===== src/mhpq_pkg.sv =====
// ----------------------------------------------------------------------------
// Min-heap priority queue package
// Shared constants, codes and types for the heap datapath.
// ----------------------------------------------------------------------------
`default_nettype none

package mhpq_pkg;

  localparam int unsigned DefCapacity = 64;
  localparam int unsigned DefKeyWidth = 32;

  typedef enum logic [1:0] {
    KIND_PUSH   = 2'd0,
    KIND_POP    = 2'd1,
    KIND_UPDATE = 2'd2,
    KIND_NOP    = 2'd3
  } kind_e;

  typedef enum logic [1:0] {
    STAT_OK       = 2'd0,
    STAT_FULL     = 2'd1,
    STAT_EMPTY    = 2'd2,
    STAT_BAD_POS  = 2'd3
  } status_e;

  typedef enum logic [3:0] {
    ST_IDLE,
    ST_UP_RD,
    ST_UP_CMP,
    ST_DN_RDL,
    ST_DN_RDR,
    ST_DN_CMP,
    ST_DN_WAITR,
    ST_TOP_RD,
    ST_TOP_WAIT,
    ST_DONE
  } state_e;

endpackage

`default_nettype wire


===== src/mhpq_store.sv =====
// ----------------------------------------------------------------------------
// Heap key store
// Synchronous memory with one write port and one registered read port.
// ----------------------------------------------------------------------------
`default_nettype none

module mhpq_store
  import mhpq_pkg::*;
#(
  parameter int unsigned Capacity = DefCapacity,
  parameter int unsigned KeyWidth = DefKeyWidth,
  localparam int unsigned AW = $clog2(Capacity)
) (
  input  wire logic                clk_i,
  input  wire logic                we_i,
  input  wire logic [AW-1:0]       waddr_i,
  input  wire logic [KeyWidth-1:0] wdata_i,
  input  wire logic [AW-1:0]       raddr_i,
  output      logic [KeyWidth-1:0] rdata_o
);

  logic [KeyWidth-1:0] mem [Capacity];

  always_ff @(posedge clk_i) begin
    if (we_i) begin
      mem[waddr_i] <= wdata_i;
    end
    rdata_o <= mem[raddr_i];
  end

endmodule

`default_nettype wire


===== src/min_heap_priority_queue.sv =====
// ----------------------------------------------------------------------------
// Min-heap priority queue
// Binary min-heap of signed keys in one synchronous memory.
//
// Channel   Direction  Handshake         Payload
// request   in         start_i, busy_o   kind_i, key_i, position_i
// result    out        done_o            top_key_o, entry_count_o, is_empty_o,
//                                        status_o
//
// A push writes the key at the end and sifts it up, comparing it with its
// parent at each level; a pop moves the last entry to the root and sifts it
// down, comparing it with both children at each level. An update rises like
// a push or, if it does not rise, falls like a pop. A refused request or a
// no-op only reads the root. The root is read back from entry zero each time.
// Reset clears the count; memory contents need no clearing.
// Results are shown for one cycle with done_o and cannot be stalled.
// ----------------------------------------------------------------------------
`default_nettype none

module min_heap_priority_queue
  import mhpq_pkg::*;
#(
  parameter int unsigned Capacity = DefCapacity,
  parameter int unsigned KeyWidth = DefKeyWidth
) (
  input  wire logic        clk_i,
  input  wire logic        rst_ni,
  input  wire logic        start_i,
  output      logic        busy_o,
  input  wire logic [1:0]  kind_i,
  input  wire logic [31:0] key_i,
  input  wire logic [5:0]  position_i,
  output      logic        done_o,
  output      logic [31:0] top_key_o,
  output      logic [6:0]  entry_count_o,
  output      logic        is_empty_o,
  output      logic [1:0]  status_o
);

  localparam int unsigned AW = $clog2(Capacity);
  localparam int unsigned CW = $clog2(Capacity + 1);

  state_e state_q, state_d;
  logic [CW-1:0]       cnt_q, cnt_d;
  logic [AW-1:0]       idx_q, idx_d;
  logic [KeyWidth-1:0] cur_q, cur_d;
  logic [KeyWidth-1:0] lk_q, lk_d;
  logic [KeyWidth-1:0] top_q, top_d;
  logic [1:0]          stat_q, stat_d;
  logic                upd_q, upd_d;
  logic                moved_q, moved_d;
  logic                we;
  logic [AW-1:0]       waddr, raddr;
  logic [KeyWidth-1:0] wdata, rdata;

  logic [KeyWidth-1:0] key_in;
  logic [CW:0]         l_ext, r_ext;
  logic [AW-1:0]       par;
  logic                has_l, has_r, l_lt, r_lt, r_lt_l;

  assign key_in = KeyWidth'(key_i);
  assign par    = AW'((idx_q - AW'(1)) >> 1);
  assign l_ext  = (CW + 1)'({idx_q, 1'b1});
  assign r_ext  = l_ext + (CW + 1)'(1);
  assign has_l  = l_ext < {1'b0, cnt_q};
  assign has_r  = r_ext < {1'b0, cnt_q};
  assign l_lt   = $signed(lk_q) < $signed(cur_q);
  assign r_lt   = $signed(rdata) < $signed(cur_q);
  assign r_lt_l = $signed(rdata) < $signed(lk_q);

  mhpq_store #(.Capacity(Capacity), .KeyWidth(KeyWidth)) u_store (
    .clk_i  (clk_i),
    .we_i   (we),
    .waddr_i(waddr),
    .wdata_i(wdata),
    .raddr_i(raddr),
    .rdata_o(rdata)
  );

  always_ff @(posedge clk_i or negedge rst_ni) begin
    if (!rst_ni) begin
      state_q <= ST_IDLE;
      cnt_q   <= '0;
      stat_q  <= STAT_OK;
    end else begin
      state_q <= state_d;
      cnt_q   <= cnt_d;
      stat_q  <= stat_d;
    end
  end

  always_ff @(posedge clk_i) begin
    idx_q   <= idx_d;
    cur_q   <= cur_d;
    lk_q    <= lk_d;
    top_q   <= top_d;
    upd_q   <= upd_d;
    moved_q <= moved_d;
  end

  always_comb begin
    state_d = state_q;
    cnt_d   = cnt_q;
    idx_d   = idx_q;
    cur_d   = cur_q;
    lk_d    = lk_q;
    top_d   = top_q;
    stat_d  = stat_q;
    upd_d   = upd_q;
    moved_d = moved_q;
    we      = 1'b0;
    waddr   = idx_q;
    wdata   = cur_q;
    raddr   = par;
    unique case (state_q)
      ST_IDLE: begin
        if (start_i) begin
          stat_d  = STAT_OK;
          cur_d   = key_in;
          moved_d = 1'b0;
          upd_d   = 1'b0;
          unique case (kind_e'(kind_i))
            KIND_PUSH: begin
              if (cnt_q >= CW'(Capacity)) begin
                stat_d  = STAT_FULL;
                state_d = ST_TOP_RD;
              end else begin
                we      = 1'b1;
                waddr   = AW'(cnt_q);
                wdata   = key_in;
                idx_d   = AW'(cnt_q);
                cnt_d   = cnt_q + CW'(1);
                state_d = ST_UP_RD;
              end
            end
            KIND_POP: begin
              if (cnt_q == '0) begin
                stat_d  = STAT_EMPTY;
                state_d = ST_TOP_RD;
              end else begin
                cnt_d   = cnt_q - CW'(1);
                raddr   = AW'(cnt_q - CW'(1));
                idx_d   = '0;
                state_d = ST_DN_RDL;
                upd_d   = 1'b1;
              end
            end
            KIND_UPDATE: begin
              if (32'(position_i) >= 32'(cnt_q)) begin
                stat_d  = STAT_BAD_POS;
                state_d = ST_TOP_RD;
              end else begin
                we      = 1'b1;
                waddr   = AW'(position_i);
                wdata   = key_in;
                idx_d   = AW'(position_i);
                upd_d   = 1'b1;
                state_d = ST_UP_RD;
              end
            end
            default: state_d = ST_TOP_RD;
          endcase
          if (kind_e'(kind_i) == KIND_POP && cnt_q != '0) begin
            upd_d = 1'b0;
          end
        end
      end
      ST_UP_RD: begin
        raddr = par;
        if (idx_q == '0) begin
          we      = 1'b1;
          wdata   = cur_q;
          state_d = (upd_q && !moved_q) ? ST_DN_RDL : ST_TOP_RD;
          raddr   = AW'(l_ext);
        end else begin
          state_d = ST_UP_CMP;
        end
      end
      ST_UP_CMP: begin
        if ($signed(rdata) > $signed(cur_q)) begin
          we      = 1'b1;
          waddr   = idx_q;
          wdata   = rdata;
          idx_d   = par;
          moved_d = 1'b1;
          state_d = ST_UP_RD;
        end else begin
          we      = 1'b1;
          wdata   = cur_q;
          state_d = (upd_q && !moved_q) ? ST_DN_RDL : ST_TOP_RD;
        end
        if (state_d == ST_UP_RD) begin
          raddr = AW'((par - AW'(1)) >> 1);
        end
      end
      ST_DN_RDL: begin
        if (!upd_q && idx_q == '0 && !moved_q) begin
          cur_d   = rdata;
          moved_d = 1'b1;
        end
        raddr   = AW'(l_ext);
        state_d = ST_DN_RDR;
      end
      ST_DN_RDR: begin
        lk_d    = rdata;
        raddr   = AW'(r_ext);
        state_d = ST_DN_CMP;
      end
      ST_DN_CMP: begin
        if (has_l && has_r && r_lt && r_lt_l || has_l && has_r && r_lt && !l_lt) begin
          we      = 1'b1;
          wdata   = rdata;
          idx_d   = AW'(r_ext);
          state_d = ST_DN_RDL;
        end else if (has_l && l_lt) begin
          we      = 1'b1;
          wdata   = lk_q;
          idx_d   = AW'(l_ext);
          state_d = ST_DN_RDL;
        end else begin
          we      = 1'b1;
          wdata   = cur_q;
          state_d = ST_TOP_RD;
        end
        moved_d = 1'b1;
        upd_d   = 1'b0;
      end
      ST_TOP_RD: begin
        raddr   = '0;
        state_d = ST_TOP_WAIT;
      end
      ST_TOP_WAIT: begin
        top_d   = (cnt_q == '0) ? '0 : rdata;
        state_d = ST_DONE;
      end
      ST_DONE: begin
        state_d = ST_IDLE;
      end
      default: state_d = ST_IDLE;
    endcase
  end

  assign busy_o        = (state_q != ST_IDLE);
  assign done_o        = (state_q == ST_DONE);
  assign top_key_o     = 32'($signed(top_q));
  assign entry_count_o = 7'(cnt_q);
  assign is_empty_o    = (cnt_q == '0);
  assign status_o      = stat_q;

endmodule

`default_nettype wire


===== config.mk =====
export PLATFORM = sky130hd
export DESIGN_NAME = min_heap_priority_queue
export DESIGN_NICKNAME = d
export VERILOG_FILES = /design/src/mhpq_pkg.sv /design/src/mhpq_store.sv /design/src/min_heap_priority_queue.sv
export SDC_FILE = /design/constraint.sdc
export NUM_CORES = 2
export LEC_CHECK = 0
export BUFFER_PORTS_ARGS = -buffer_cell sky130_fd_sc_hd__buf_2
export CORE_UTILIZATION = 30
export CTS_CLUSTER_DIAMETER = 200
export CTS_CLUSTER_SIZE = 16
export DETAILED_ROUTE_END_ITERATION = 10
export PLACE_DENSITY_LB_ADDON = 0.05
export SKIP_CTS_REPAIR_TIMING = 1
export SYNTH_ARGS = -nofsm -noshare
export SYNTH_HDL_FRONTEND = slang
export SYNTH_SLANG_ARGS = --single-unit

===== constraint.sdc =====
create_clock -name clk_i -period 8.65 [get_ports clk_i]
set_clock_uncertainty 0.1 [all_clocks]
set_input_delay 0.865 -clock clk_i [delete_from_list [all_inputs] [get_ports clk_i]]
set_output_delay 0.865 -clock clk_i [all_outputs]
set_load 0.01 [all_outputs]

==> results.py <==
metrics = {
    "critical_path": {
        "critPathMaxStageDelay_ns": 1.01,
        "crit_chain": "ha_1 > nand4_1 > nor2_1 > o2bb2ai_1 > o41a_4 > nor3_4 > o31ai_1 > nand2_2 > nand3_1 > buf_4 > nor4_1 > a31oi_1 > nand4_1",
        "critPathRequiredTime_ns": 9.27,
        "cp_slowest_cell": "nor4_1",
        "arrival_ns": 8.08,
        "worstReg2RegEnd": "u_store.rdata_o[4]",
        "r2r_cells": 13,
        "worstPathMaxFanout": 15,
        "crit_path_start_kind": "flop",
        "ff2ff_setup_slack_ns": 1.19,
        "crit_path_frequent_cell": "nand4_1",
        "rr_startpoint": "u_store.rdata_o[10]",
        "cp-end-kind": "flop",
        "path_class": "flop to flop",
    },
    "drt": {
        "drt-total-wl_mm": 347.5,
        "firstDrtPassIters": 5,
        "viasPerCell": 5.446,
        "avgRoutedWirePerCell_um": 31.93,
        "ant_nets": 0,
        "vias": 59270,
        "drt_iter0_markers": 6208,
        "drc": 0,
    },
    "min_path": {
        "hold_path_depth": 3,
        "holdPathEnd": "cur_q[25]",
        "hp-start": "key_i[25]",
        "hp-class": "input pin to flop",
    },
    "cells_and_area": {
        "nets": 6891,
        "final_cells": 10880,
        "drive_gt1_share_pct": 9.904,
        "areaGrowthSynthToFinish_pct": 11.81,
        "nFillCells": 29380,
    },
    "place": {
        "numPortBuffers": 86,
        "routabilityCongestion": 0.8194,
        "dp_cells": 10640,
        "hpwl_mm": 204.2,
    },
    "synth": {
        "yosys_register_bits": 2197,
        "ys_warn_count": 0,
        "async_flop_share_pct": 0.5917,
        "syn_nets": 6848,
        "ys_seq_area_share_pct": 71.42,
        "avgSynthCellArea_um2": 13.74,
        "synthCells": 6684,
        "synth_edf_count": 2152,
        "netlist_area_mm2": 0.09184,
        "ys.flop_type": "edfxtp_1",
        "synth.distinct_cells": 102,
    },
    "sta": {
        "finalSetupViolCount": 0,
        "max-slew-margin-rel_pct": 10.49,
        "tightest_slew_ns": 1.341,
        "slew_viol_final": 0,
        "final.setup.tns_ns": 0,
        "period_minus_slack_ns": 7.457,
        "fmax_mhz": 134.1,
        "rsz0062_at_grt": "no",
        "hold_violations": 0,
        "period_share_pct": 86.21,
    },
    "floorplan": {
        "pin_count": 87,
        "core_area_mm2": 0.3035,
        "num_rows": 202,
        "die_height_um": 555.3,
        "die_w_um": 555.3,
        "start_util_pct": 30.25,
        "die-area_mm2": 0.3083,
    },
    "clocking": {
        "numClockSinks": 2197,
        "clk_latency_ns": 0.89,
        "h-tree-depth": 4,
        "cts_root_buf": "clkbuf_16",
        "clkTransAtPathRegs_ns": 0.09,
        "cts_tree": "done",
        "numCtsBuffers": 163,
        "clk_path_buf_depth": 4,
    },
    "global_routing": {
        "grtUsageTotal_pct": 22.07,
        "grt_max_degree": 119,
        "grt_pass1_wl_mm": 478.8,
        "grt_pass1_vias": 56240,
        "antenna_found_initial": 71,
        "overflow": 0,
    },
    "flow_run": {
        "maxCapViolCount": 0,
    },
    "outcome": {
        "status": "complete, no violations",
    },
}
[final cells by class]
type	instances	area [um^2]	area share (%)
sequential	2197	65590	63.87
multi-input combinational	3918	24350	23.71
tap	4080	5105	4.971
clock buffer	209	4337	4.223
timing repair buffer	357	2843	2.768
inverter	90	337.8	0.3290
antenna	29	72.57	0.07067
clock inverter	4	57.56	0.05605
[layer usage]
layer | wire [um] | global-route usage, % | part of all wire [%] | up-vias
met1 | 166900 | 33.22 | 48 | 31300
met2 | 152300 | 33.16 | 44 | 1849
met5 | 79 | 0 | 0.023 | -
li1 | - | - | - | 25830
met3 | 21640 | 3.576 | 6.2 | 282
met4 | 6552 | 4.626 | 1.9 | 12
[Yosys cell counts (13+ instances only)]
cell,count,share of area [%]
a31oi_1,159,1.1
nand3_1,339,1.8
and3_1,164,1.1
a211oi_1,166,1.4
and4_1,32,0.31
o2111ai_1,33,0.31
clkbuf_1,245,1.0
a221oi_1,31,0.30
ha_1,121,1.6
o32ai_1,32,0.31
buf_1,39,0.16
o21ai_0,72,0.39
a22oi_1,105,0.86
dfxtp_1,32,0.70
a21oi_1,63,0.34
edfxtp_1,2152,70
a32oi_1,221,2.1
xnor2_1,16,0.15
inv_1,88,0.36
o211ai_1,141,1.2
nor3_1,66,0.36
a21o_1,33,0.27
a21boi_0,22,0.18
nand4_1,120,0.82
nor2_1,56,0.23
and2_1,67,0.46
nand2_1,1411,5.8
mux2i_1,211,2.3
o21a_1,13,0.11
dfrtp_1,13,0.35
nor4_1,54,0.37
buf_4,15,0.12
buf_2,172,0.94
[cells by family (layout without fill, tap and decap cells)]
logic type	after synthesis	count (layout)	share of synthesized area, %
multiplexers	216	216	2.361
AO/OA/AOI/OAI	1183	1183	9.700
buffers and inverters	569	660	2.683
AND/OR/NAND/NOR	2377	2377	11.99
flip-flops	2197	2197	71.42
other	0	29	0
adder cells (fa/ha/maj)	121	121	1.649
XOR/XNOR	21	21	0.2003
[layout by cell type (no fill, tap or decap), types with 141 or more instances in the layout]
master,synthesis,final
a31oi_1,159,159
clkbuf_16,0,167
a32oi_1,221,221
a211oi_1,166,166
mux2i_1,211,210
nand2_1,1411,1410
nand3_1,339,338
buf_4,15,240
and3_1,164,164
edfxtp_1,2152,2152
o211ai_1,141,141
[flip-flops by register name (all words and copies together), names as in the netlist]
| register | count |
|---|---|
| u_store.mem | 2048 |
| cur_q | 32 |
| lk_q | 32 |
| top_key_o | 32 |
| u_store.rdata_o | 32 |
| entry_count_o | 7 |
| idx_q | 6 |
| state_q | 4 |
| status_o | 2 |
| moved_q | 1 |
| upd_q | 1 |
[through the flow]
step	util [%]	setup slack, ns	instance area (um^2)	hold slack (ns)
2_1_floorplan	-	1.601	91840	0.3432
3_3_place_gp	32.35	1.196	98210	0.3603
3_5_place_dp	32.35	1.189	98210	0.3678
4_1_cts	33.80	1.206	102600	-0.2838
5_1_grt	33.81	0.9153	102600	0.1475
6_report	33.83	1.193	102700	0.1716
[worst max-delay path: cells and delay by family (launching register included)]
family | cells | cell delay, ns
AND/OR/NAND/NOR | 7 | 4.06
AO/OA/AOI/OAI | 4 | 1.14
flip-flops | 1 | 0.97
buffers and inverters | 1 | 0.53
adder cells (fa/ha/maj) | 1 | 0.40
[how the worst max path moves through the flow]
| stage | start | endpoint | slack [ns] | depth (start not counted) |
|---|---|---|---|---|
| final | u_store.rdata_o[10] | u_store.rdata_o[4] | 1.19 | 13 |
| after floorplan | position_i[0] | u_store.mem[12][0] | 1.60 | 14 |
| after global placement | u_store.rdata_o[10] | u_store.rdata_o[24] | 1.20 | 14 |
| after detailed placement | u_store.rdata_o[10] | u_store.rdata_o[4] | 1.19 | 13 |
| after global routing | u_store.rdata_o[10] | u_store.rdata_o[24] | 0.92 | 14 |
| after CTS | u_store.rdata_o[10] | u_store.rdata_o[24] | 1.21 | 14 |
Power is not shown: default switching activity piles up to over one toggle a cycle in this logic, so the estimate is an artifact.
